### src/hw/rtl/nfc_response_frame_parser_assert.svh
// assertion macros for the nfc response frame parser
// used only by the top level, no other dependencies
`ifndef NFC_RESPONSE_FRAME_PARSER_ASSERT_SVH
`define NFC_RESPONSE_FRAME_PARSER_ASSERT_SVH

// same-cycle implication, disabled while reset is low
`define NRFP_ASSERT_IMP(label, clk, rst_n, ante, cons) \
    label: assert property (@(posedge clk) disable iff (!(rst_n)) (ante) |-> (cons)) \
        else $error("nfc frame parser: same-cycle check failed");

// next-cycle implication, disabled while reset is low
`define NRFP_ASSERT_NXT(label, clk, rst_n, ante, cons) \
    label: assert property (@(posedge clk) disable iff (!(rst_n)) (ante) |=> (cons)) \
        else $error("nfc frame parser: next-cycle check failed");

`endif

### src/hw/rtl/nrfp_pkg.sv
// shared types and constants for the nfc response frame parser
// no dependencies; used by nfc_response_frame_parser
package nrfp_pkg;

    // frame parsing phases, one-hot
    typedef enum logic [10:0] {
        PH_POLL = 11'b000_0000_0001,
        PH_PRE0 = 11'b000_0000_0010,
        PH_PRE1 = 11'b000_0000_0100,
        PH_PRE2 = 11'b000_0000_1000,
        PH_LEN  = 11'b000_0001_0000,
        PH_LCS  = 11'b000_0010_0000,
        PH_TFI  = 11'b000_0100_0000,
        PH_CMD  = 11'b000_1000_0000,
        PH_DATA = 11'b001_0000_0000,
        PH_DCS  = 11'b010_0000_0000,
        PH_POST = 11'b100_0000_0000
    } t_phase;

    // end-of-response status codes
    typedef enum logic [1:0] {
        ST_OK      = 2'd0,
        ST_TIMEOUT = 2'd1,
        ST_INVALID = 2'd2,
        ST_NOSPACE = 2'd3
    } t_status;

    // result kinds
    localparam logic KIND_DATA = 1'b0;
    localparam logic KIND_END  = 1'b1;

    // configuration register indexes
    localparam int unsigned CFG_IDX_W = 2;
    localparam logic [CFG_IDX_W-1:0] REG_REQUEST   = 2'd0;
    localparam logic [CFG_IDX_W-1:0] REG_DIRECTION = 2'd1;
    localparam logic [CFG_IDX_W-1:0] REG_CAPACITY  = 2'd2;
    localparam logic [CFG_IDX_W-1:0] REG_POLL_LIM  = 2'd3;

    // widths and frame constants
    localparam int unsigned CFG_DATA_W = 16;
    localparam int unsigned POLL_W     = 17;
    localparam logic [POLL_W-1:0] POLL_MAX = 17'h1_FFFF;
    localparam logic [7:0] PREAMBLE_LO = 8'h00;
    localparam logic [7:0] PREAMBLE_HI = 8'hFF;
    localparam logic [7:0] MIN_LENGTH  = 8'd2;

    // reset values of the configuration registers
    localparam logic [7:0]            RST_REQUEST   = 8'd0;
    localparam logic [7:0]            RST_DIRECTION = 8'd213;
    localparam logic [7:0]            RST_CAPACITY  = 8'd255;
    localparam logic [CFG_DATA_W-1:0] RST_POLL_LIM  = 16'd1000;

endpackage

### src/hw/rtl/nfc_response_frame_parser.sv
// A result appears in the output register in the cycle after its byte is accepted.
// Throughput: one byte per cycle while o_rx_ready is high; the parser state machine
// updates at every accepted byte, the output register at every accepted byte that yields a
// result, and a stalled output still lets a new byte in if the output register is freed in the same cycle.
// Reset (i_rst_n low, synchronous): polling phase, counters cleared, output empty,
// configuration registers back to their defaults.
// nfc response frame parser top level
// depends on nrfp_pkg and nfc_response_frame_parser_assert.svh
`include "nfc_response_frame_parser_assert.svh"

module nfc_response_frame_parser (
    input  logic                                i_clk,
    input  logic                                i_rst_n,
    // configuration write port
    input  logic                                i_cfg_we,
    input  logic [nrfp_pkg::CFG_IDX_W-1:0]      i_cfg_idx,
    input  logic [nrfp_pkg::CFG_DATA_W-1:0]     i_cfg_data,
    // received byte channel
    input  logic                                i_rx_valid,
    output logic                                o_rx_ready,
    input  logic [7:0]                          i_rx_byte,
    // result channel
    output logic                                o_res_valid,
    input  logic                                i_res_ready,
    output logic                                o_out_kind,
    output logic [7:0]                          o_out_byte,
    output logic [1:0]                          o_out_status,
    output logic [7:0]                          o_out_length
);

    // configuration registers
    logic [7:0]                         r_request;
    logic [7:0]                         r_direction;
    logic [7:0]                         r_capacity;
    logic [nrfp_pkg::CFG_DATA_W-1:0]    r_poll_limit;

    // parser state
    nrfp_pkg::t_phase                   r_phase, n_phase;
    logic [nrfp_pkg::POLL_W-1:0]        r_poll_count, n_poll_count;
    logic [7:0]                         r_frame_length, n_frame_length;
    logic [7:0]                         r_remaining, n_remaining;
    logic [7:0]                         r_running_sum, n_running_sum;

    // output register
    logic                               r_res_valid;
    logic                               r_out_kind, n_out_kind;
    logic [7:0]                         r_out_byte, n_out_byte;
    nrfp_pkg::t_status                  r_out_status, n_out_status;
    logic [7:0]                         r_out_length, n_out_length;
    logic                               n_emit;

    // helpers
    logic                               rx_acc;
    logic [nrfp_pkg::POLL_W-1:0]        poll_inc;
    logic [7:0]                         payload_len;
    logic [7:0]                         rem_dec;
    logic [7:0]                         sum_add;
    logic [7:0]                         resp_code;

    // handshake: a byte enters whenever the output register is free or being drained
    assign o_rx_ready = !r_res_valid || i_res_ready;
    assign rx_acc     = i_rx_valid && o_rx_ready;

    assign poll_inc    = (r_poll_count == nrfp_pkg::POLL_MAX) ? r_poll_count
                                                              : r_poll_count + 1'b1;
    assign payload_len = r_frame_length - nrfp_pkg::MIN_LENGTH;
    assign rem_dec     = r_remaining - 8'd1;
    assign sum_add     = r_running_sum + i_rx_byte;
    assign resp_code   = r_request + 8'd1;

    // configuration writes
    always_ff @(posedge i_clk) begin
        if (!i_rst_n) begin
            r_request    <= nrfp_pkg::RST_REQUEST;
            r_direction  <= nrfp_pkg::RST_DIRECTION;
            r_capacity   <= nrfp_pkg::RST_CAPACITY;
            r_poll_limit <= nrfp_pkg::RST_POLL_LIM;
        end else if (i_cfg_we) begin
            unique case (i_cfg_idx)
                nrfp_pkg::REG_REQUEST:   r_request    <= i_cfg_data[7:0];
                nrfp_pkg::REG_DIRECTION: r_direction  <= i_cfg_data[7:0];
                nrfp_pkg::REG_CAPACITY:  r_capacity   <= i_cfg_data[7:0];
                nrfp_pkg::REG_POLL_LIM:  r_poll_limit <= i_cfg_data;
                default: ;
            endcase
        end
    end

    // next state and result for one accepted byte
    always_comb begin
        n_phase        = r_phase;
        n_poll_count   = r_poll_count;
        n_frame_length = r_frame_length;
        n_remaining    = r_remaining;
        n_running_sum  = r_running_sum;
        n_emit         = 1'b0;
        n_out_kind     = nrfp_pkg::KIND_END;
        n_out_byte     = 8'd0;
        n_out_status   = nrfp_pkg::ST_INVALID;
        n_out_length   = 8'd0;

        unique case (r_phase)
            nrfp_pkg::PH_POLL: begin
                if (i_rx_byte[0]) begin
                    n_poll_count = '0;
                    n_phase      = nrfp_pkg::PH_PRE0;
                end else if (r_poll_limit != '0 &&
                             poll_inc > {1'b0, r_poll_limit}) begin
                    n_poll_count = '0;
                    n_emit       = 1'b1;
                    n_out_status = nrfp_pkg::ST_TIMEOUT;
                end else begin
                    n_poll_count = poll_inc;
                end
            end
            nrfp_pkg::PH_PRE0: begin
                if (i_rx_byte != nrfp_pkg::PREAMBLE_LO) begin
                    n_emit  = 1'b1;
                    n_phase = nrfp_pkg::PH_POLL;
                end else begin
                    n_phase = nrfp_pkg::PH_PRE1;
                end
            end
            nrfp_pkg::PH_PRE1: begin
                if (i_rx_byte != nrfp_pkg::PREAMBLE_LO) begin
                    n_emit  = 1'b1;
                    n_phase = nrfp_pkg::PH_POLL;
                end else begin
                    n_phase = nrfp_pkg::PH_PRE2;
                end
            end
            nrfp_pkg::PH_PRE2: begin
                if (i_rx_byte != nrfp_pkg::PREAMBLE_HI) begin
                    n_emit  = 1'b1;
                    n_phase = nrfp_pkg::PH_POLL;
                end else begin
                    n_phase = nrfp_pkg::PH_LEN;
                end
            end
            nrfp_pkg::PH_LEN: begin
                n_frame_length = i_rx_byte;
                n_phase        = nrfp_pkg::PH_LCS;
            end
            nrfp_pkg::PH_LCS: begin
                // length check byte plus length must wrap to zero, and the
                // length has to cover direction and response code
                if ((r_frame_length + i_rx_byte) != 8'd0 ||
                    r_frame_length < nrfp_pkg::MIN_LENGTH) begin
                    n_emit  = 1'b1;
                    n_phase = nrfp_pkg::PH_POLL;
                end else begin
                    n_phase = nrfp_pkg::PH_TFI;
                end
            end
            nrfp_pkg::PH_TFI: begin
                if (i_rx_byte != r_direction) begin
                    n_emit  = 1'b1;
                    n_phase = nrfp_pkg::PH_POLL;
                end else begin
                    n_running_sum = i_rx_byte;
                    n_phase       = nrfp_pkg::PH_CMD;
                end
            end
            nrfp_pkg::PH_CMD: begin
                if (i_rx_byte != resp_code) begin
                    n_emit  = 1'b1;
                    n_phase = nrfp_pkg::PH_POLL;
                end else begin
                    n_running_sum = sum_add;
                    n_remaining   = payload_len;
                    if (payload_len > r_capacity) begin
                        n_emit       = 1'b1;
                        n_out_status = nrfp_pkg::ST_NOSPACE;
                        n_phase      = nrfp_pkg::PH_POLL;
                    end else if (payload_len == 8'd0) begin
                        n_phase = nrfp_pkg::PH_DCS;
                    end else begin
                        n_phase = nrfp_pkg::PH_DATA;
                    end
                end
            end
            nrfp_pkg::PH_DATA: begin
                // stream the payload byte out
                n_running_sum = sum_add;
                n_remaining   = rem_dec;
                if (rem_dec == 8'd0) begin
                    n_phase = nrfp_pkg::PH_DCS;
                end
                n_emit       = 1'b1;
                n_out_kind   = nrfp_pkg::KIND_DATA;
                n_out_byte   = i_rx_byte;
                n_out_status = nrfp_pkg::ST_OK;
            end
            nrfp_pkg::PH_DCS: begin
                if (sum_add != 8'd0) begin
                    n_emit  = 1'b1;
                    n_phase = nrfp_pkg::PH_POLL;
                end else begin
                    n_phase = nrfp_pkg::PH_POST;
                end
            end
            nrfp_pkg::PH_POST: begin
                // postamble value is not checked
                n_emit       = 1'b1;
                n_out_status = nrfp_pkg::ST_OK;
                n_out_length = payload_len;
                n_phase      = nrfp_pkg::PH_POLL;
            end
            default: begin
                n_phase      = nrfp_pkg::PH_POLL;
                n_poll_count = '0;
            end
        endcase
    end

    // parser state registers
    always_ff @(posedge i_clk) begin
        if (!i_rst_n) begin
            r_phase        <= nrfp_pkg::PH_POLL;
            r_poll_count   <= '0;
            r_frame_length <= '0;
            r_remaining    <= '0;
            r_running_sum  <= '0;
        end else if (rx_acc) begin
            r_phase        <= n_phase;
            r_poll_count   <= n_poll_count;
            r_frame_length <= n_frame_length;
            r_remaining    <= n_remaining;
            r_running_sum  <= n_running_sum;
        end
    end

    // output valid
    always_ff @(posedge i_clk) begin
        if (!i_rst_n) begin
            r_res_valid <= 1'b0;
        end else if (rx_acc && n_emit) begin
            r_res_valid <= 1'b1;
        end else if (i_res_ready) begin
            r_res_valid <= 1'b0;
        end
    end

    // output payload
    always_ff @(posedge i_clk) begin
        if (rx_acc && n_emit) begin
            r_out_kind   <= n_out_kind;
            r_out_byte   <= n_out_byte;
            r_out_status <= n_out_status;
            r_out_length <= n_out_length;
        end
    end

    assign o_res_valid  = r_res_valid;
    assign o_out_kind   = r_out_kind;
    assign o_out_byte   = r_out_byte;
    assign o_out_status = r_out_status;
    assign o_out_length = r_out_length;

    // poll counter only runs while polling
    `NRFP_ASSERT_IMP(a_poll_idle, i_clk, i_rst_n,
        r_phase != nrfp_pkg::PH_POLL, r_poll_count == '0)
    // a payload result carries status OK and a zero length
    `NRFP_ASSERT_IMP(a_data_clean, i_clk, i_rst_n,
        r_res_valid && r_out_kind == nrfp_pkg::KIND_DATA,
        r_out_status == nrfp_pkg::ST_OK && r_out_length == 8'd0)
    // every accepted payload byte shows up in the output register
    `NRFP_ASSERT_NXT(a_data_out, i_clk, i_rst_n,
        rx_acc && r_phase == nrfp_pkg::PH_DATA,
        r_res_valid && r_out_kind == nrfp_pkg::KIND_DATA)

endmodule
### config.mk
export PLATFORM = sky130hd
export DESIGN_NAME = nfc_response_frame_parser
export DESIGN_NICKNAME = d
export VERILOG_FILES = /design/src/hw/rtl/nrfp_pkg.sv /design/src/hw/rtl/nfc_response_frame_parser.sv
export VERILOG_INCLUDE_DIRS = /design/src /design/src/hw/rtl
export SDC_FILE = /design/constraint.sdc
export NUM_CORES = 1
export LEC_CHECK = 0
export ABC_AREA = 1
export BUFFER_PORTS_ARGS = -buffer_cell sky130_fd_sc_hd__buf_2
export CAP_MARGIN = 30
export CELL_PAD_IN_SITES_DETAIL_PLACEMENT = 0
export CELL_PAD_IN_SITES_GLOBAL_PLACEMENT = 1
export CORE_ASPECT_RATIO = 0.9
export CORE_MARGIN = 4
export CORE_UTILIZATION = 40
export DETAILED_ROUTE_END_ITERATION = 7
export HOLD_SLACK_MARGIN = 0.08
export PLACE_DENSITY = 0.77
export SKIP_LAST_GASP = 1
export SYNTH_ARGS = -nofsm -noshare
export SYNTH_HDL_FRONTEND = slang
export SYNTH_SLANG_ARGS = --single-unit
### constraint.sdc
create_clock -name i_clk -period 4 [get_ports i_clk]
set_input_delay 0.4 -clock i_clk [delete_from_list [all_inputs] [get_ports i_clk]]
set_output_delay 0.4 -clock i_clk [all_outputs]
set_load 0.02 [all_outputs]
* After elaboration in Yosys (flattened, before gate mapping)
Index checks and enable logic that the tools add are counted.
Word-level totals: register bits 112, bits in latches 0, RAM bits 0, memory bits (read-only) 0, input bits 31, memories kept 0
Cells by class: add/subtract/negate cells 6, multipliers 0, divide/modulo/power cells 0, magnitude comparators 3, equality and inequality tests 22, shifts and indexed selects 0, mux-type cells 39, bitwise logic cells 1, reductions and logical operators 28
Operator list (number):
- $pmux 11 s10 | 1
- $mux 17 | 3
- $pmux 17 s2 | 1
- $mux 11 | 3
- $mux 8 | 4
- $mux 10 | 3
- $pmux 8 s3 | 1
- $reduce_bool 8->1 | 3
- $add 17x1->17 const B | 1
- $eq 17x17->1 const B | 1
- $gt 17x16->1 | 1
- $add 8x8->8 | 2
- $logic_not 8->1 | 2
- $ne 8x8->1 | 2
- $pmux 8 s2 | 1
- $reduce_bool 16->1 | 1
- $mux 1 | 14
- $reduce_and 2->1 | 6
- $eq 11x1->1 const B | 1
- $eq 11x10->1 const B | 1
- $eq 11x11->1 const B | 1
- $eq 11x2->1 const B | 1
- $eq 11x3->1 const B | 1
- $eq 11x4->1 const B | 1
- other kinds (32) | 43

* Longest topological paths before layout
Gate-level depths: netlist of run 1.
word-level depth 9, mapped depth 23, mapped depth without buffers 22

* Worst setup path after synthesis of run 1
Ideal clock, no wire load.
path type flip-flop to flip-flop, start register r_poll_count[0] (netlist name), end register r_out_byte[0], in the netlist o_out_byte[0] (enable), library setup time 0.419 ns, arrival time 3.762 ns, data required time 3.581 ns, slack -0.181 ns, stages on the path, launching flop included 22, buffers on the path 0, clock period less this slack 4.181 ns, path through dfxtp_1 -> ha_1 -> inv_1 -> nor2_1 -> nand2_1 -> nor2_1 -> nand2_1 -> nand2_1 -> nor2_1 -> nand4_1 -> xnor2_1 -> ha_1 -> nand2_1 -> nor3_1 -> nand3b_1 -> nand3_1 -> nand3b_1 -> nand2_1 -> nand3_1 -> nand2_1 -> nor2_1 -> nor3_1
On the way: word-level cells in the longest chain between the ends 8, elaborated cells between the ends (all ways) 9
Ends and longest elaborated chain:
- start, declared | RTL line nfc_response_frame_parser.sv:39 | logic [nrfp_pkg::POLL_W-1:0] r_poll_count, n_poll_count;
- start signal, assigned | RTL line nfc_response_frame_parser.sv:226 | r_poll_count <= n_poll_count;
- $add 17x1->17 / $eq 17x17->1 (equally long branches) | RTL line nfc_response_frame_parser.sv:65, nfc_response_frame_parser.sv:64
- $mux 17 * | RTL line nfc_response_frame_parser.sv:64 | assign poll_inc = (r_poll_count == nrfp_pkg::POLL_MAX) ? r_poll_count
- $gt 17x16->1 * | RTL line nfc_response_frame_parser.sv:108 | poll_inc > {1'b0, r_poll_limit}) begin
- $logic_and 1x1->1 * | RTL line nfc_response_frame_parser.sv:107 | end else if (r_poll_limit != '0 &&
- $mux 1 * | RTL line nfc_response_frame_parser.sv:107
- $mux 1 * | RTL line nfc_response_frame_parser.sv:104 | if (i_rx_byte[0]) begin
- $pmux 1 s8 * | RTL line nfc_response_frame_parser.sv:102 | unique case (r_phase)
- $logic_and 1x1->1 * | RTL line nfc_response_frame_parser.sv:246 | if (rx_acc && n_emit) begin
- end signal, assigned | RTL line nfc_response_frame_parser.sv:248 | r_out_byte <= n_out_byte;
- end, declared | RTL line nfc_response_frame_parser.sv:47 | logic [7:0] r_out_byte, n_out_byte;
Mark *: on every way between the ends. The rest lies on a longest branch, timed or not. A chain may end at the register's enable or synchronous reset.

* Final worst setup path of run 1
start register r_poll_count[0] (netlist name), end register r_out_kind, in the netlist o_out_kind (enable)
On the way: word-level cells in the longest chain between the ends 8, elaborated cells between the ends (all ways) 9
Ends and longest elaborated chain:
- $add 17x1->17 / $eq 17x17->1 (equally long branches) | RTL line nfc_response_frame_parser.sv:65, nfc_response_frame_parser.sv:64
- $mux 17 * | RTL line nfc_response_frame_parser.sv:64
- $gt 17x16->1 * | RTL line nfc_response_frame_parser.sv:108
- $logic_and 1x1->1 * | RTL line nfc_response_frame_parser.sv:107
- $mux 1 * | RTL line nfc_response_frame_parser.sv:107
- $mux 1 * | RTL line nfc_response_frame_parser.sv:104
- $pmux 1 s8 * | RTL line nfc_response_frame_parser.sv:102
- $logic_and 1x1->1 * | RTL line nfc_response_frame_parser.sv:246
- end signal, assigned | RTL line nfc_response_frame_parser.sv:247 | r_out_kind <= n_out_kind;
- end, declared | RTL line nfc_response_frame_parser.sv:46 | logic r_out_kind, n_out_kind;
Marked as above.

==> results.env, run 1 <==
RESULT_OF_THE_RUN='completed'
ANTENNA_VIOLATING_NETS_POST_ROUTE=0
HP-CLASS='input port to flop'
GRT_REMAINING_OVERFLOW=0
CRITICAL_PATH_ARRIVAL_PS=3580
FINALHOLDVIOLATIONS=0
ROUTE.FINAL.WIRE_LENGTH_MM=18.7
LAYOUT-DRIVE-GT1-SHARE=0.0964
PATH_CLK_SLEW_PS=80
NUMCLOCKSINKS=112
DETAIL_ROUTE.WL_PER_CELL_UM=14.4
GRTUSAGETOTAL=0.191
YOSYS_REGISTER_BITS=112
MAXSLEWVIOLCOUNT=0
MAXIMUM_NUMBER_OF_PINS_ON_ONE_NET_BEFORE_GLOBAL_ROUTE_REPAIR=61
DRT_FIRST_ITER_VIOLATIONS=418
FLOORPLAN.IO_PINS=52
CLKLATENCYLATEPIN_PS=360
CTSROOTBUFFERMASTER='sky130_fd_sc_hd__clkbuf_16'
GRT_ANTENNA_BEFORE_REPAIR=0
FIN_WORST_SKEW_PS=11.5
CTS.REPAIR.RESIZED=0
COUNT_OF_DISTINCT_CELL_TYPES_IN_THE_SYNTHESIZED_NETLIST=38
FINALNETCOUNT=1140
CTS-BUFFERS-INSERTED=9
GLOBALPLACE.CONGESTION=0.883
CTS_MAX_LEVEL=3
AREA_GROWTH_PCT=11.7
R2R_START='r_poll_count[0]'
MAX_FREQ_GHz=0.282
PLACED_AREA_UM2=7530
STARTPOINT='r_poll_count[0]'
TOP_CELL_TYPE_S_SHARE_OF_SYNTHESIZED_AREA=0.265
WIRE_LENGTH_OF_THE_FIRST_GLOBAL_ROUTING_PASS_MM=30.5
WORSTPATHMAXFANOUT=19
YS_SEQ_AREA_FRAC=0.347
YS.WARNINGS.COUNT=0
R2R_SETUP_SLACK_PS=460
DIODES_INSERTED=0
CRIT-REG2REG-CAPTURE='o_out_kind'
CORE-AREA_UM2=17100
TRITONCTS_CLOCK_TREE='done'
TIMING_WORST_SLEW_PIN_VALUE_PS=701
COUNT_OF_STANDARD_CELL_ROWS=45
SYNTH_AREA_LEADER_CELL='sky130_fd_sc_hd__dfxtp_1'
LAYOUT_MIN_CYCLE_TIME_PS=3540
CRITPATHCAPTURETYPE='flop'
DIE_Y_UM=134
CTS-HOLD-FIX-BUFFERS=0
CRITPATHREQUIREDTIME_PS=4040
AVGSYNTHCELLAREA_UM2=6.90
BUFFER_PORTS.INSERTED=51
LAYOUT_COMMONEST_CELL='sky130_fd_sc_hd__nand2_1'
REG2REG_DEPTH=22
CLOCK_TREE_BUFFER_DEPTH=2
MIN_PATH_CELLS=3
INITIAL_UTILIZATION=0.411
CRIT_PATH_END='o_out_kind'
GRT_PASS1_VIAS=5925
SYN_AREA_UM2=7020
CRIT_TYPE='flop to flop'
DIE_X_UM=148
POSTCTSSETUPBUFFERS=0
POSTSYNTHCELLCOUNT=1016
MOST-COMMON-LAYOUT-CELLS='245 x sky130_fd_sc_hd__nand2_1, 149 x sky130_fd_sc_hd__inv_1, 96 x sky130_fd_sc_hd__a21oi_1'
FINALSETUPVIOLCOUNT=0
POWER.DENSITY_CELL_AREA_nW_PER_UM2=309
DETAILEDROUTE.FIRSTPASSITERATIONCOUNT=5
DRT_DRC_VIOLATIONS_LEFT=0
CP-START-KIND='flop'
LEAKAGE_nW=3.66
SYNTH_TOP_CELLS_BY_AREA='sky130_fd_sc_hd__dfxtp_1 27%, sky130_fd_sc_hd__nand2_1 13%, sky130_fd_sc_hd__edfxtp_1 8.1%'
SETUP-TNS-FINAL_PS=0
CAP_VIOLATIONS=0
VIA_TO_CELL_RATIO=4.93
PERIOD_SHARE=0.886
DR_TOTAL_VIAS=6433
FLOORPLAN.DIE_AREA_UM2=19700
WORST_IR_DROP_VDD_mV=0.183
RSZ0062_AT_GRT='false'
DP_HPWL_MM=14.2
SYNTH.NET_COUNT=1092
WORST_SLEW_MARGIN_REL=0.532
FINAL_AREA_UM2=7840
[power by group]
| part | internal, mW | leakage (nW) | switching, mW |
|---|---|---|---|
| Combinational | 0.0961 | 2.58 | 0.205 |
| Clock | 0.488 | 0.154 | 0.446 |
| Sequential | 1.17 | 0.931 | 0.0163 |
[registers in the layout (all words and copies together) (netlist names)]
name and count:
o_out_byte 8, r_poll_limit 16, o_out_status 2, r_direction 8, r_frame_length 8, r_capacity 8
o_out_length 8, r_running_sum 8, r_request 8, r_phase 11, r_poll_count 17, r_remaining 8
o_res_valid 1, o_out_kind 1
[cell usage after synthesis]
library cell,instances
sky130_fd_sc_hd__nor4_1,4
sky130_fd_sc_hd__inv_2,5
sky130_fd_sc_hd__buf_2,4
sky130_fd_sc_hd__nor2_4,1
sky130_fd_sc_hd__nor3_4,1
sky130_fd_sc_hd__a21o_1,4
sky130_fd_sc_hd__clkinv_1,1
sky130_fd_sc_hd__nand2_1,245
sky130_fd_sc_hd__o211ai_1,13
sky130_fd_sc_hd__nand4_1,25
sky130_fd_sc_hd__clkbuf_1,16
sky130_fd_sc_hd__o21ai_0,73
sky130_fd_sc_hd__nand3b_1,6
sky130_fd_sc_hd__xnor2_1,15
sky130_fd_sc_hd__o21bai_1,1
sky130_fd_sc_hd__nor3_1,23
sky130_fd_sc_hd__a31oi_1,2
sky130_fd_sc_hd__nand3_1,51
sky130_fd_sc_hd__a21oi_1,96
sky130_fd_sc_hd__nor2_2,6
sky130_fd_sc_hd__nor3b_2,1
sky130_fd_sc_hd__nand2_2,1
sky130_fd_sc_hd__xor2_1,17
sky130_fd_sc_hd__dfxtp_1,93
sky130_fd_sc_hd__buf_6,1
sky130_fd_sc_hd__o21a_1,2
sky130_fd_sc_hd__ha_1,43
sky130_fd_sc_hd__o2111ai_2,1
sky130_fd_sc_hd__edfxtp_1,19
sky130_fd_sc_hd__a211oi_1,1
sky130_fd_sc_hd__nor2_1,82
sky130_fd_sc_hd__nand3_2,5
sky130_fd_sc_hd__fa_1,2
sky130_fd_sc_hd__clkinv_4,1
sky130_fd_sc_hd__or2_2,3
sky130_fd_sc_hd__nand2_4,2
sky130_fd_sc_hd__nand4_2,1
sky130_fd_sc_hd__inv_1,149
[through the flow]
step | hold slack [ps] | power, mW | util | setup slack [ps] | cells
finish | 270 | 2.42 | 0.459 | 458 | 1304
global route | 296 | 2.54 | 0.459 | 47.6 | 1304
CTS | 256 | 2.46 | 0.459 | 434 | 1304
detailed placement | 452 | 1.52 | 0.441 | 454 | 1288
global placement | 440 | 1.52 | 0.441 | 575 | 1288
floorplan | 427 | 1.42 | - | 404 | 1016
[layer usage]
metal / wire length [um] / global-route usage / share of wire / vias up
li1: - / - / - / 3420
met1: 9590 / 0.274 / 0.51 / 2883
met2: 8140 / 0.303 / 0.43 / 117
met3: 761 / 0.0306 / 0.041 / 13
met4: 230 / 0.0404 / 0.012 / 0
met5: 0 / 0 / 0 / -
[kinds of logic after synthesis]
group                      count (synthesis)  share of synthesized area
adders and majority gates                 45                     0.0824
buffers and inverters                    177                     0.0972
DFF                                      112                      0.347
xor gates and xnor gates                  32                     0.0400
AOI/OAI and AO/OA                        193                      0.147
and+or+nand+nor                          457                      0.287
[worst max-delay path, stage by stage, from the launching register on]
cell and delay [ps]:
sky130_fd_sc_hd__dfxtp_1 330, sky130_fd_sc_hd__ha_1 210, sky130_fd_sc_hd__inv_1 70, sky130_fd_sc_hd__nor2_1 60, sky130_fd_sc_hd__nand2_1 90, sky130_fd_sc_hd__nor2_1 60
sky130_fd_sc_hd__nand2_1 190, sky130_fd_sc_hd__nand2_1 110, sky130_fd_sc_hd__nor2_1 220, sky130_fd_sc_hd__nand4_1 140, sky130_fd_sc_hd__xnor2_1 170, sky130_fd_sc_hd__ha_1 300
sky130_fd_sc_hd__nand2_1 80, sky130_fd_sc_hd__nor3_1 180, sky130_fd_sc_hd__nand3b_1 90, sky130_fd_sc_hd__nand3_1 90, sky130_fd_sc_hd__nand3b_1 70, sky130_fd_sc_hd__nand2_1 80
sky130_fd_sc_hd__nand3_1 110, sky130_fd_sc_hd__nand2_1 110, sky130_fd_sc_hd__nor2_1 50, sky130_fd_sc_hd__nor3_2 100, sky130_fd_sc_hd__buf_4 290
[how the worst min path moves through the flow]
stage	end	slack [ps]	from
5_1_grt	r_poll_limit[8]	300	i_cfg_data[8]
4_1_cts	r_poll_limit[9]	260	i_cfg_data[9]
6_report	r_poll_limit[9]	270	i_cfg_data[9]
3_3_place_gp	r_running_sum[5]	440	r_running_sum[5]
2_1_floorplan	r_running_sum[0]	430	r_running_sum[0]
3_5_place_dp	r_running_sum[0]	450	r_running_sum[0]
[final cells by class]
class	count	area [um2]
clock buffers	11	264
clock inverters	5	42.5
fillers	1802	9220
inverters	156	591
multi-input cells	727	3910
flip-flops and latches	112	2430
well taps	235	294
repair buffers	58	308
(Power assumes the default switching activity.)
==> inputs of run 2 (changes only) <==
--- a/config.mk
+++ b/config.mk
@@ -17,6 +17,7 @@
 export DETAILED_ROUTE_END_ITERATION = 7
 export HOLD_SLACK_MARGIN = 0.08
 export PLACE_DENSITY = 0.77
+export RECOVER_POWER = 100
 export SKIP_LAST_GASP = 1
 export SYNTH_ARGS = -nofsm -noshare
 export SYNTH_HDL_FRONTEND = slang
==> run 2 against run 1 <==
Compared with the run above:
- final area is 0.81% lower
- die area stayed put
- global-route usage stayed put
- hold slack better by 1.5 ps
- largest cell class unchanged
- clock skew hardly changed
- worst setup slack worse by 17 ps
- total power hardly changed
- critical path type unchanged
- largest power group unchanged
- sequential share of layout area is 0.25 points higher
- combinational power is 1% lower
- non-clock buffer count stayed put
==> results.env, run 2 (same netlist as run 1, synthesis figures left out) <==
LARGEST_REGISTER='r_poll_count'
CTS-BUFFERS-INSERTED=9
FINALHOLDVIOLATIONS=0
DETAILEDROUTE.FIRSTPASSITERATIONCOUNT=5
TIMING_WORST_SLEW_PIN_VALUE_PS=1180
FINALNETCOUNT=1140
MAX_FFS_PER_REGISTER=17
FIN_WORST_SKEW_PS=12.0
FINAL.SETUP.WORST_SLACK_PS=441
FLOORPLAN.DIE_AREA_UM2=19700
WORST_IR_DROP_VDD_mV=0.182
CLOCK_TREE_BUFFER_DEPTH=2
CTS_MAX_LEVEL=3
FINAL_AREA_UM2=7770
BUFFER_PORTS.INSERTED=51
LARGEST_REGISTERS='r_poll_count (17), r_poll_limit (16), r_phase (11)'
GRTUSAGETOTAL=0.191
DETAIL_ROUTE.WL_PER_CELL_UM=14.3
NUMCLOCKSINKS=112
LAYOUT-DRIVE-GT1-SHARE=0.0645
CTSROOTBUFFERMASTER='sky130_fd_sc_hd__clkbuf_16'
UTILIZATION_OF_THE_CORE_AFTER_ROUTING=0.456
COUNT_OF_STANDARD_CELL_ROWS=45
GRT_REMAINING_OVERFLOW=0
ROUTE.FINAL.WIRE_LENGTH_MM=18.7
CLKLATENCYLATEPIN_PS=360
SETUP-TNS-FINAL_PS=0
CELL_INTERNAL_PWR_mW=1.75
PLACE_WORST_SETUP_SLACK_PS=454
HP-CLASS='input port to flop'
DP.CELLS=1288
P_SEQ_FRAC=0.491
POWER.DENSITY_CELL_AREA_nW_PER_UM2=312
CRITICAL_PATH_ARRIVAL_PS=3600
LAYOUT_COMMONEST_CELL='sky130_fd_sc_hd__nand2_1'
FLOORPLAN.IO_PINS=52
POWER_FRAC_COMB=0.123
DIE_Y_UM=134
POWER.SWITCHING_FRACTION=0.276
GRT_ANTENNA_BEFORE_REPAIR=0
REG2REG_DEPTH=22
RESULT_OF_THE_RUN='completed'
VIA_TO_CELL_RATIO=4.94
TERMINATING_PIN_OF_THE_WORST_HOLD_PATH='r_poll_limit[9]'
PLACED_AREA_UM2=7530
DP_HPWL_MM=14.2
TRITONCTS_CLOCK_TREE='done'
HOLDCRITSTARTPOINT='i_cfg_data[9]'
GLOBALPLACE.CONGESTION=0.883
GRT_PASS1_VIAS=5925
PERIOD_SHARE=0.890
DR_TOTAL_VIAS=6441
WIRE_LENGTH_OF_THE_FIRST_GLOBAL_ROUTING_PASS_MM=30.5
DIE_X_UM=148
CRITPATHREQUIREDTIME_PS=4040
MOST-COMMON-LAYOUT-CELLS='245 x sky130_fd_sc_hd__nand2_1, 150 x sky130_fd_sc_hd__inv_1, 96 x sky130_fd_sc_hd__a21oi_1'
DRT_DRC_VIOLATIONS_LEFT=0
CAP_VIOLATIONS=0
NET-SWITCHING-POWER_mW=0.669
SHARE_CLK_OF_TOTAL_POWER=0.386
AREA_GROWTH_PCT=10.8
WORSTPATHMAXFANOUT=19
DIODES_INSERTED=0
INITIAL_UTILIZATION=0.411
MIN_PATH_CELLS=3
MAXSLEWVIOLCOUNT=0
WL_MET2_MM=8.10
CORE-AREA_UM2=17100
DRT-MET1-WL_MM=9.62
MAXIMUM_NUMBER_OF_PINS_ON_ONE_NET_BEFORE_GLOBAL_ROUTE_REPAIR=61
LEAKAGE_nW=3.58
DETAILROUTE.WIRELENGTH.MET3_UM=756
CRIT_TYPE='flop to flop'
MAX_FREQ_GHz=0.281
R2R_START='r_poll_count[0]'
POSTCTSSETUPBUFFERS=0
LAYOUT_MIN_CYCLE_TIME_PS=3560
INSTANCES_NO_FILL=1304
DRT_FIRST_ITER_VIOLATIONS=447
TOP_ROUTING_LAYER_IN_USE='met4'
RSZ0062_AT_GRT='false'
FINALSETUPVIOLCOUNT=0
R2R_SETUP_SLACK_PS=440
CTS.REPAIR.RESIZED=0
CTS-HOLD-FIX-BUFFERS=0
CP-START-KIND='flop'
ANTENNA_VIOLATING_NETS_POST_ROUTE=0
CRITPATHCAPTURETYPE='flop'
WORST_SLEW_MARGIN_REL=0.211
CRIT-REG2REG-CAPTURE='o_out_kind'
PATH_CLK_SLEW_PS=80
run 2: cell types whose count changed in the layout (fill, tap and decap cells not counted):
cell	previous run	this run
sky130_fd_sc_hd__inv_2	5	3
sky130_fd_sc_hd__inv_1	149	150
sky130_fd_sc_hd__o2111ai_2	1	0
sky130_fd_sc_hd__buf_2	51	28
sky130_fd_sc_hd__nand3_2	5	3
sky130_fd_sc_hd__nand3_1	51	53
sky130_fd_sc_hd__clkinv_1	1	2
sky130_fd_sc_hd__clkbuf_1	0	26
sky130_fd_sc_hd__o2111ai_1	0	1
sky130_fd_sc_hd__buf_4	7	4
sky130_fd_sc_hd__nor2_2	6	3
sky130_fd_sc_hd__nor2_1	82	85
run 2: cell type report:
class / instances / area, um2
Clock buffer: 11 / 264
Clock inverter: 5 / 42.5
Fill cell: 1816 / 9290
Inverter: 156 / 591
Multi-Input combinational cell: 727 / 3880
Sequential cell: 112 / 2430
Tap cell: 235 / 294
Timing Repair Buffer: 58 / 268
run 2: worst max path at each step:
stage                     cells after the start               to       startpoint  slack, ps
final                                        22       o_out_kind  r_poll_count[0]        440
after global routing                         22       o_out_kind  r_poll_count[0]         50
after CTS                                    22  o_out_length[1]  r_poll_count[0]        430
after detailed placement                     22    o_out_byte[5]  r_poll_count[0]        450
after global placement                       21    o_out_byte[7]  r_poll_count[0]        570
after floorplan                              21    o_out_byte[0]  r_poll_count[0]        400
run 2: per-layer routing:
layer  track usage  vias to the layer above
met5             0                        -
met4        0.0404                        0
met3        0.0306                       13
met2         0.303                      125
met1         0.274                     2880
li1              -                     3423
run 2: stage by stage:
step	hold WS, ps	power (mW)
detailed placement	452	1.52
CTS	256	2.46
global placement	440	1.52
finish	271	2.42
floorplan	427	1.42
global route	296	2.53
run 2: power groups by stage:
stage / logic [mW] / clock network [mW] / registers (mW)
after floorplan: 0.202 / 0 / 1.22
after global placement: 0.302 / 0 / 1.22
after detailed placement: 0.302 / 0 / 1.22
after CTS: 0.303 / 0.965 / 1.19
after global routing: 0.341 / 0.999 / 1.19
final: 0.297 / 0.936 / 1.19
run 2: critical path, cell delays in order (launching register included):
cell and delay [ps]:
sky130_fd_sc_hd__dfxtp_1 330, sky130_fd_sc_hd__ha_1 210, sky130_fd_sc_hd__inv_1 70, sky130_fd_sc_hd__nor2_1 60, sky130_fd_sc_hd__nand2_1 90, sky130_fd_sc_hd__nor2_1 60
sky130_fd_sc_hd__nand2_1 190, sky130_fd_sc_hd__nand2_1 110, sky130_fd_sc_hd__nor2_1 220, sky130_fd_sc_hd__nand4_1 140, sky130_fd_sc_hd__xnor2_1 170, sky130_fd_sc_hd__ha_1 300
sky130_fd_sc_hd__nand2_1 80, sky130_fd_sc_hd__nor3_1 180, sky130_fd_sc_hd__nand3b_1 90, sky130_fd_sc_hd__nand3_1 90, sky130_fd_sc_hd__nand3b_1 70, sky130_fd_sc_hd__nand2_1 80
sky130_fd_sc_hd__nand3_1 120, sky130_fd_sc_hd__nand2_1 110, sky130_fd_sc_hd__nor2_1 50, sky130_fd_sc_hd__nor3_2 100, sky130_fd_sc_hd__buf_4 290
==> inputs of run 3 (changes only) <==
--- a/config.mk
+++ b/config.mk
@@ -12,11 +12,11 @@
 export CELL_PAD_IN_SITES_DETAIL_PLACEMENT = 0
 export CELL_PAD_IN_SITES_GLOBAL_PLACEMENT = 1
 export CORE_ASPECT_RATIO = 0.9
-export CORE_MARGIN = 4
+export CORE_MARGIN = 2
 export CORE_UTILIZATION = 40
 export DETAILED_ROUTE_END_ITERATION = 7
 export HOLD_SLACK_MARGIN = 0.08
-export PLACE_DENSITY = 0.77
+export PLACE_DENSITY_LB_ADDON = 0.1
 export RECOVER_POWER = 100
 export SKIP_LAST_GASP = 1
 export SYNTH_ARGS = -nofsm -noshare
==> run 3 against run 2 <==
Compared with the run above:
- cell count unchanged
- total power down 2.1%
- non-clock buffer count increased by 1
- global-route usage rose by 2.4 points
- flip-flop and latch count stayed put
- clock power down 5.4%
- clock skew grew 3.0 ps
==> results.env, run 3 (same netlist as run 1, synthesis figures left out) <==
REG2REG_DEPTH=22
FINALNETCOUNT=1141
DR_TOTAL_VIAS=6430
CP-START-KIND='flop'
DETAIL_ROUTE.WL_PER_CELL_UM=14.6
CTSROOTBUFFERMASTER='sky130_fd_sc_hd__clkbuf_16'
FLOORPLAN.DIE_AREA_UM2=18600
FINALSETUPVIOLCOUNT=0
NUMCLOCKSINKS=112
LAYOUT_MIN_CYCLE_TIME_PS=3670
CRIT_PATH_END='o_out_length[3]'
CTS.REPAIR.RESIZED=0
FIN_WORST_SKEW_PS=15.0
MAX_FREQ_GHz=0.272
CRIT_TYPE='flop to flop'
R2R_START='r_poll_count[0]'
INITIAL_UTILIZATION=0.413
SEQUENTIAL_CELL_AREA_UM2=2430
MULTI_INPUT_AREA_UM2=3880
GRT_ANTENNA_BEFORE_REPAIR=0
CRITICAL_PATH_ARRIVAL_PS=3710
DIE_X_UM=144
DETAILEDROUTE.FIRSTPASSITERATIONCOUNT=5
GLOBALPLACE.CONGESTION=0.887
WORSTPATHMAXFANOUT=19
CRIT-REG2REG-CAPTURE='o_out_length[3]'
CLKLATENCYLATEPIN_PS=370
POWER.DENSITY_CELL_AREA_nW_PER_UM2=306
MAX_FFS_PER_REGISTER=17
PERIOD_SHARE=0.918
DIE_Y_UM=130
LAYOUT_COMMONEST_CELL='sky130_fd_sc_hd__nand2_1'
CRITPATHREQUIREDTIME_PS=4040
HP-CLASS='input port to flop'
GRTUSAGETOTAL=0.215
POSTCTSSETUPBUFFERS=0
DIODES_INSERTED=0
RSZ0062_AT_GRT='false'
ANTENNA_VIOLATING_NETS_POST_ROUTE=0
VIA_TO_CELL_RATIO=4.93
SETUP-TNS-FINAL_PS=0
LARGEST_REGISTER='r_poll_count'
CORE-AREA_UM2=17000
MOST-COMMON-LAYOUT-CELLS='245 x sky130_fd_sc_hd__nand2_1, 150 x sky130_fd_sc_hd__inv_1, 96 x sky130_fd_sc_hd__a21oi_1'
CTS_MAX_LEVEL=3
GRT_PASS1_VIAS=5924
AREA_GROWTH_PCT=10.5
CLOCK_TREE_BUFFER_DEPTH=2
COUNT_OF_STANDARD_CELL_ROWS=45
DRT_DRC_VIOLATIONS_LEFT=0
LARGEST_REGISTERS='r_poll_count (17), r_poll_limit (16), r_phase (11)'
STARTPOINT='r_poll_count[0]'
CAP_VIOLATIONS=0
R2R_SETUP_SLACK_PS=330
UTILIZATION_OF_THE_CORE_AFTER_ROUTING=0.456
P_TOTAL_mW=2.37
CTS-BUFFERS-INSERTED=9
FINALHOLDVIOLATIONS=0
DP_HPWL_MM=14.4
DRT_FIRST_ITER_VIOLATIONS=315
BUFFER_PORTS.INSERTED=51
LAYOUT-DRIVE-GT1-SHARE=0.0645
LEAKAGE_nW=3.57
PATH_CLK_SLEW_PS=80
NUMBER_OF_FILLER_CELLS_PLACED_IN_THE_LAYOUT=1862
CTS-HOLD-FIX-BUFFERS=0
RESULT_OF_THE_RUN='completed'
CRITPATHCAPTURETYPE='flop'
WORST_IR_DROP_VDD_mV=0.207
WIRE_LENGTH_OF_THE_FIRST_GLOBAL_ROUTING_PASS_MM=31.1
ROUTE.FINAL.WIRE_LENGTH_MM=19.1
WORST_SLEW_MARGIN_REL=0.147
MAXIMUM_NUMBER_OF_PINS_ON_ONE_NET_BEFORE_GLOBAL_ROUTE_REPAIR=61
MAXSLEWVIOLCOUNT=0
FLOORPLAN.IO_PINS=52
TIMING_WORST_SLEW_PIN_VALUE_PS=1280
GRT_REMAINING_OVERFLOW=0
TRITONCTS_CLOCK_TREE='done'
-- run 3: worst min path at each step --
stage,startpoint,to,slack [ps],cells after the start
after floorplan,r_running_sum[0],r_running_sum[0],430,2
after global placement,r_running_sum[6],r_running_sum[6],440,2
after detailed placement,r_running_sum[0],r_running_sum[0],450,2
after CTS,i_cfg_data[8],r_poll_limit[8],250,3
after global routing,i_cfg_data[8],r_poll_limit[8],270,3
final,i_cfg_data[8],r_poll_limit[8],260,3
-- run 3: power breakdown --
group          switching (mW)  internal [mW]  total (mW)
combinational           0.206         0.0931       0.299
clock                   0.452          0.432       0.885
sequential             0.0168           1.17        1.19
-- run 3: layout make-up --
class / count / area share
clock buffers: 9 / 0.0291
clock inverters: 6 / 0.00678
inverters: 156 / 0.0762
multi-input cells: 727 / 0.501
flip-flops and latches: 112 / 0.314
well taps: 235 / 0.0379
repair buffers: 59 / 0.0355
-- run 3: worst max-delay path, cell delays in order, from the launching register on --
cell and delay, ps:
sky130_fd_sc_hd__dfxtp_1 330, sky130_fd_sc_hd__ha_1 210, sky130_fd_sc_hd__inv_1 70, sky130_fd_sc_hd__nor2_1 60, sky130_fd_sc_hd__nand2_1 80, sky130_fd_sc_hd__nor2_1 60, sky130_fd_sc_hd__nand2_1 190, sky130_fd_sc_hd__nand2_1 110
sky130_fd_sc_hd__nor2_1 220, sky130_fd_sc_hd__nand4_1 140, sky130_fd_sc_hd__xnor2_1 180, sky130_fd_sc_hd__ha_1 320, sky130_fd_sc_hd__nand2_1 80, sky130_fd_sc_hd__nor3_1 210, sky130_fd_sc_hd__nand3b_1 120, sky130_fd_sc_hd__nand3_1 100
sky130_fd_sc_hd__nand3b_1 70, sky130_fd_sc_hd__nand2_1 100, sky130_fd_sc_hd__nand3_1 120, sky130_fd_sc_hd__nand2_1 110, sky130_fd_sc_hd__nor2_1 60, sky130_fd_sc_hd__nor3_2 100, sky130_fd_sc_hd__buf_4 300
-- run 3: routing by layer --
metal | GRT usage | routed length [um] | vias to the layer above
met5 | 0 | 0 | -
met4 | 0.0438 | 217 | 0
met3 | 0.0429 | 693 | 20
met2 | 0.343 | 8460 | 95
met1 | 0.303 | 9720 | 2888
li1 | - | - | 3427
-- run 3: metrics by stage --
step | instance area [um2] | worst slack [ps] | std cells | hold WS [ps]
finish | 7750 | 327 | 1304 | 262
global route | 7750 | 28.8 | 1304 | 270
CTS | 7820 | 337 | 1304 | 245
detailed placement | 7540 | 426 | 1289 | 449
global placement | 7540 | 545 | 1289 | 440
floorplan | 7020 | 404 | 1016 | 427
